===== src/rtl/mmts_pkg.sv =====
// Package for the min/max tracking stack.
// Holds operation and status codes, word constants and the controller/datapath
// command and status structs. No dependencies.
package mmts_pkg;

  localparam int unsigned WORD_W    = 32;
  localparam int unsigned CNT_W     = 9;
  localparam int unsigned IN_W      = 40;   // func + value, padded to bytes
  localparam int unsigned OUT_W     = 112;  // data, min, max, count, status, padded
  localparam int unsigned CAP_RESET = 256;

  localparam logic signed [WORD_W-1:0] INT_MAX = 32'sh7FFF_FFFF;
  localparam logic signed [WORD_W-1:0] INT_MIN = 32'sh8000_0000;

  typedef enum logic [1:0] {
    FUNC_PUSH  = 2'd0,
    FUNC_POP   = 2'd1,
    FUNC_QUERY = 2'd2
  } func_e;

  typedef enum logic [1:0] {
    STAT_OK   = 2'd0,
    STAT_OVF  = 2'd1,
    STAT_UDF  = 2'd2
  } status_e;

  typedef enum logic [1:0] {
    ST_IDLE,
    ST_RD,
    ST_SCAN,
    ST_FIN
  } state_e;

  typedef struct packed {
    logic push;        // store value, bump count
    logic ovf;         // flag overflow
    logic udf;         // flag underflow
    logic rd_top;      // read top entry
    logic pop;         // drop top entry
    logic rd_take;     // latch read word as result data
    logic scan_start;  // clear min/max, read entry 0
    logic scan_step;   // fold read word, read next entry
    logic out_load;    // move result into output register
  } cmd_t;

  typedef struct packed {
    logic [1:0] func;
    logic       empty;
    logic       full;
    logic       hit;        // read word equals min or max
    logic       scan_last;  // word of last entry is on the read port
    logic       out_free;
  } sts_t;

endpackage


===== src/rtl/mmts_ctrl.sv =====
// Controller of the min/max tracking stack: sequences push, pop, query and
// the min/max rescan. Uses mmts_pkg.
module mmts_ctrl (
  input  logic           clk_i,
  input  logic           rst_ni,
  input  logic           s_tvalid_i,
  output logic           s_tready_o,
  input  mmts_pkg::sts_t sts_i,
  output mmts_pkg::cmd_t cmd_o
);

  mmts_pkg::state_e state_q, state_d;
  logic             pop_q;
  logic             accept;

  assign s_tready_o = (state_q == mmts_pkg::ST_IDLE);
  assign accept     = s_tvalid_i && s_tready_o;

  always_comb begin
    state_d = state_q;
    unique case (state_q)
      mmts_pkg::ST_IDLE: begin
        if (accept) begin
          unique case (sts_i.func)
            mmts_pkg::FUNC_PUSH: state_d = mmts_pkg::ST_FIN;
            default:             state_d = sts_i.empty ? mmts_pkg::ST_FIN : mmts_pkg::ST_RD;
          endcase
        end
      end
      mmts_pkg::ST_RD: begin
        state_d = (pop_q && sts_i.hit && !sts_i.empty) ? mmts_pkg::ST_SCAN : mmts_pkg::ST_FIN;
      end
      mmts_pkg::ST_SCAN: begin
        if (sts_i.scan_last) state_d = mmts_pkg::ST_FIN;
      end
      mmts_pkg::ST_FIN: begin
        if (sts_i.out_free) state_d = mmts_pkg::ST_IDLE;
      end
      default: state_d = mmts_pkg::ST_IDLE;
    endcase
  end

  always_comb begin
    cmd_o = '0;
    unique case (state_q)
      mmts_pkg::ST_IDLE: begin
        if (accept) begin
          unique case (sts_i.func)
            mmts_pkg::FUNC_PUSH: begin
              cmd_o.push = !sts_i.full;
              cmd_o.ovf  = sts_i.full;
            end
            mmts_pkg::FUNC_POP: begin
              cmd_o.udf    = sts_i.empty;
              cmd_o.rd_top = !sts_i.empty;
              cmd_o.pop    = !sts_i.empty;
            end
            default: begin
              cmd_o.udf    = sts_i.empty;
              cmd_o.rd_top = !sts_i.empty;
            end
          endcase
        end
      end
      mmts_pkg::ST_RD: begin
        cmd_o.rd_take    = 1'b1;
        cmd_o.scan_start = pop_q && sts_i.hit;
      end
      mmts_pkg::ST_SCAN: cmd_o.scan_step = 1'b1;
      mmts_pkg::ST_FIN:  cmd_o.out_load  = sts_i.out_free;
      default:           cmd_o = '0;
    endcase
  end

  always_ff @(posedge clk_i or negedge rst_ni) begin
    if (!rst_ni) begin
      state_q <= mmts_pkg::ST_IDLE;
      pop_q   <= 1'b0;
    end else begin
      state_q <= state_d;
      if (accept) pop_q <= (sts_i.func == mmts_pkg::FUNC_POP);
    end
  end

endmodule


===== config.mk =====
export PLATFORM = sky130hd
export DESIGN_NAME = mmts_ctrl
export DESIGN_NICKNAME = d
export VERILOG_FILES = /design/src/rtl/mmts_pkg.sv /design/src/rtl/mmts_ctrl.sv
export SDC_FILE = /design/constraint.sdc
export NUM_CORES = 1
export LEC_CHECK = 0
export ABC_AREA = 0
export BUFFER_PORTS_ARGS = -buffer_cell sky130_fd_sc_hd__buf_2
export CAP_MARGIN = 15
export CORE_AREA = 2 2 39 41
export DETAILED_ROUTE_END_ITERATION = 8
export DIE_AREA = 0 0 41 43
export GPL_ROUTABILITY_DRIVEN = 1
export GPL_TIMING_DRIVEN = 0
export PLACE_DENSITY = 0.53
export SYNTH_ARGS = -nofsm -noshare
export SYNTH_HDL_FRONTEND = slang
export SYNTH_SLANG_ARGS = --single-unit
export TNS_END_PERCENT = 5

===== constraint.sdc =====
create_clock -name clk_i -period 4.2 [get_ports clk_i]
set_input_delay 0.21 -clock clk_i [delete_from_list [all_inputs] [get_ports clk_i]]
set_output_delay 0.21 -clock clk_i [all_outputs]
set_load 0.1 [all_outputs]

==> summary.md <==
The synthesized-area fraction occupied by xor and xnor cells is 0, and the number of clock sinks is 3. Along the worst path, the maximum fanout reaches 6. The die is 41 um wide. The routed wire length was 673 um; the number of distinct standard cells referenced by the synthesized netlist was 20. For the number of antenna violations at the first check in global routing, the log shows 0. The number of global-route vias before repair is 303, and the flop and latch count out of synthesis is 3. For this block, the via count after detailed routing is 320. Number of H-tree levels: 1. Leaving out fill and tap cells, the most frequent cells in the layout are buf_2, ha_1. The post-route antenna net violation count was 0.

20 I/O pins were placed. For the part of the Yosys area used for sequential elements, the log shows 0.247. The tools report the remaining design rule violation count as 0.

The number of buffer cells added on primary ports works out to 19. After detailed routing, the number of vias per cell comes to 4.32. The classification of the worst setup path was register to output port. The pre-CTS worst setup slack is 2.28 ns, and the total clock buffers created by CTS is 3. For the antenna cell count, the log shows 0. The worst slew margin relative to its limit is 0.678, and the average size of a mapped cell is 8.94 um^2. The critical path starts at state_q[1]. The flow ran to the end, and the final reports show no timing, DRC or antenna violations. The cell row count is 14, and the multiplexer area fraction after synthesis is 0.0329. The worst setup path is captured at an output port. At the pin with the least slew margin, the transition time is 0.486 ns. The maximum clock insertion buffer count is 2.

The number of max-slew violations in the final report was 0; the fraction of final layout cells with drive strength greater than 1 was 0.414. In this design, the stage delay of the slowest critical-path cell is 0.43 ns. The combined area of all synthesized cells came out at 304 um^2. The worst clock skew is 0.000818 ns. The critical path goes through inv_1 -> ha_1 -> nand2_1 -> nor3b_1 -> nor2b_1 -> buf_2. The net count of the finished layout is 74. In this run the clock root is driven by a clkbuf_4.

The data arrival time of the critical path is 1.95 ns. The slowest library cell on the worst path was buf_2. Across the run, the number of max-cap violations was 0. The worst path needs 2.16 ns of the cycle, external delays included. After clock tree synthesis, the clock-pin slew on the worst setup and hold paths is 0.04 ns.

The maximum number of pins on one net before global-route repair came out at 7. The post-CTS setup buffer count was 0. The adder and majority cell fraction of the synthesized area was 0.206; the height of the chip was 43 um. The run gives 1760 um^2 as the area of the die. The first global-routing pass estimated 1100 um of wire. Leaving out fill and tap cells, the most frequent cell in the layout is buf_2. The buffers plus inverters on the worst setup path came out at 2. The run gives 463 MHz as the highest achievable clock rate.

For this run, the detailed router's first-pass iteration total came to 2. Number of hold violations in the final report: 0. Clock latency on the worst-skew pair, taken at its later pin, is 0.23 ns.

The area fraction in compound gates after synthesis is 0.128. The initial core utilization is 0.220. The layout-stage area growth over the synthesis result came out at 51.9%. The congestion estimate from routability-driven global placement came to 0.640. Broken down by cell family, the worst path's largest delay share belongs to simple AND/OR/NAND/NOR gates. The post-route clock period utilization came out at 0.514. Setup violations remaining at the end of the flow were counted as 0. Combinational family with the most area after synthesis: simple AND/OR/NAND/NOR gates.

The final global-route overflow total is 0. TritonCTS built the clock tree. The run gives 3.99 ns as the data required time of the critical path. The core area was 1380 um^2; the global-route total usage across every layer was 0.0915. Setup repair after global routing left no endpoint under its margin. The tools report the count of synthesis-stage warnings from yosys as 0. In the final routed layout, each cell accounts on average for 9.09 um. Counting every net in the synthesized netlist gives 49. The startpoint of the lowest-slack register-to-register path was state_q[0].

The synthesized instance count is 34, and the worst setup slack after layout is 2.04 ns. The min-delay analysis places its worst path in the category primary input to async pin. Summed over all nets, the half-perimeter wirelength after detailed placement is 571 um. The type of element launching the critical path was a register.

The first routing iteration left 2 violations. The share of synthesized cell area in and, or, nand and nor gates is 0.350.
## synthesized netlist by cell type
cell / number / share of area
a21o_1: 1 / 0.025
a41oi_1: 1 / 0.029
and2_1: 1 / 0.021
and3_1: 1 / 0.021
dfrtp_1: 3 / 0.25
ha_1: 5 / 0.21
inv_1: 3 / 0.037
mux2i_1: 1 / 0.033
nand2_1: 2 / 0.025
nand2b_1: 1 / 0.021
nor2_1: 2 / 0.025
nor2b_1: 3 / 0.062
nor2b_4: 1 / 0.045
nor3_1: 2 / 0.033
nor3b_1: 2 / 0.049
nor4_1: 1 / 0.021
nor4b_1: 1 / 0.029
o21ai_0: 1 / 0.016
o22ai_1: 1 / 0.021
o41a_1: 1 / 0.037
## worst register-to-register path, stage by stage, from the launching register on
cell	delay (ns)
dfrtp_1	0.38
inv_1	0.10
ha_1	0.21
nor2b_1	0.14
o41a_1	0.40
a41oi_1	0.18
## path summary, 6_finish.rpt
path / endpoint / slack [ns] / cells past startpoint
min reg2reg: pop_q / 0.50 / 1
max in group asynchronous: pop_q / 3.80 / 2
min in group clk_i: pop_q / 0.35 / 3
min: state_q[1] / 0.30 / 2
max reg2reg: state_q[0] / 2.69 / 5
max: cmd_o[4] / 2.04 / 6
## cells by family (layout without fill, tap and decap cells)
group / count (synthesis) / after routing
flops: 3 / 3
buf+inv: 3 / 27
compound gates: 5 / 5
mux: 1 / 1
simple gates: 17 / 17
fa+ha+maj: 5 / 5
## metrics by stage
stage	hold slack, ns	instances	util	TNS, ns	cell area (um^2)
2_1_floorplan	-0.0856	34	-	-0.535	310
3_3_place_gp	0.00826	69	0.307	0	425
3_5_place_dp	0.00857	69	0.307	0	425
4_1_cts	0.300	74	0.334	0	462
5_1_grt	0.302	74	0.334	0	462
6_report	0.300	74	0.334	0	462
## flip-flops by register name, summed over array words and instances, names as in the netlist
| name | cells |
|---|---|
| state_q | 2 |
| pop_q | 1 |
## layout make-up
class | count | area [um^2]
Sequential cell | 3 | 75.1
Clock buffer | 4 | 26.3
Inverter | 3 | 11.3
Multi-Input combinational cell | 28 | 224
Timing Repair Buffer | 20 | 105
Tap cell | 16 | 20.0
Fill cell | 169 | 922
## routing by layer
layer	vias up	wire length (um)	GRT usage	part of all wire
met5	-	0	0	0
met4	0	0	0.0600	0
met3	0	71	0.0314	0.11
met2	17	284	0.128	0.42
met1	134	318	0.113	0.47
li1	169	-	-	-
## what timing repair did
action	CTS	global route
endpoints found under the hold margin	3	0
resized for setup	0	0
hold buffers	1	0
Power is not shown: default switching activity piles up to over one toggle a cycle in this logic, so the estimate is an artifact.
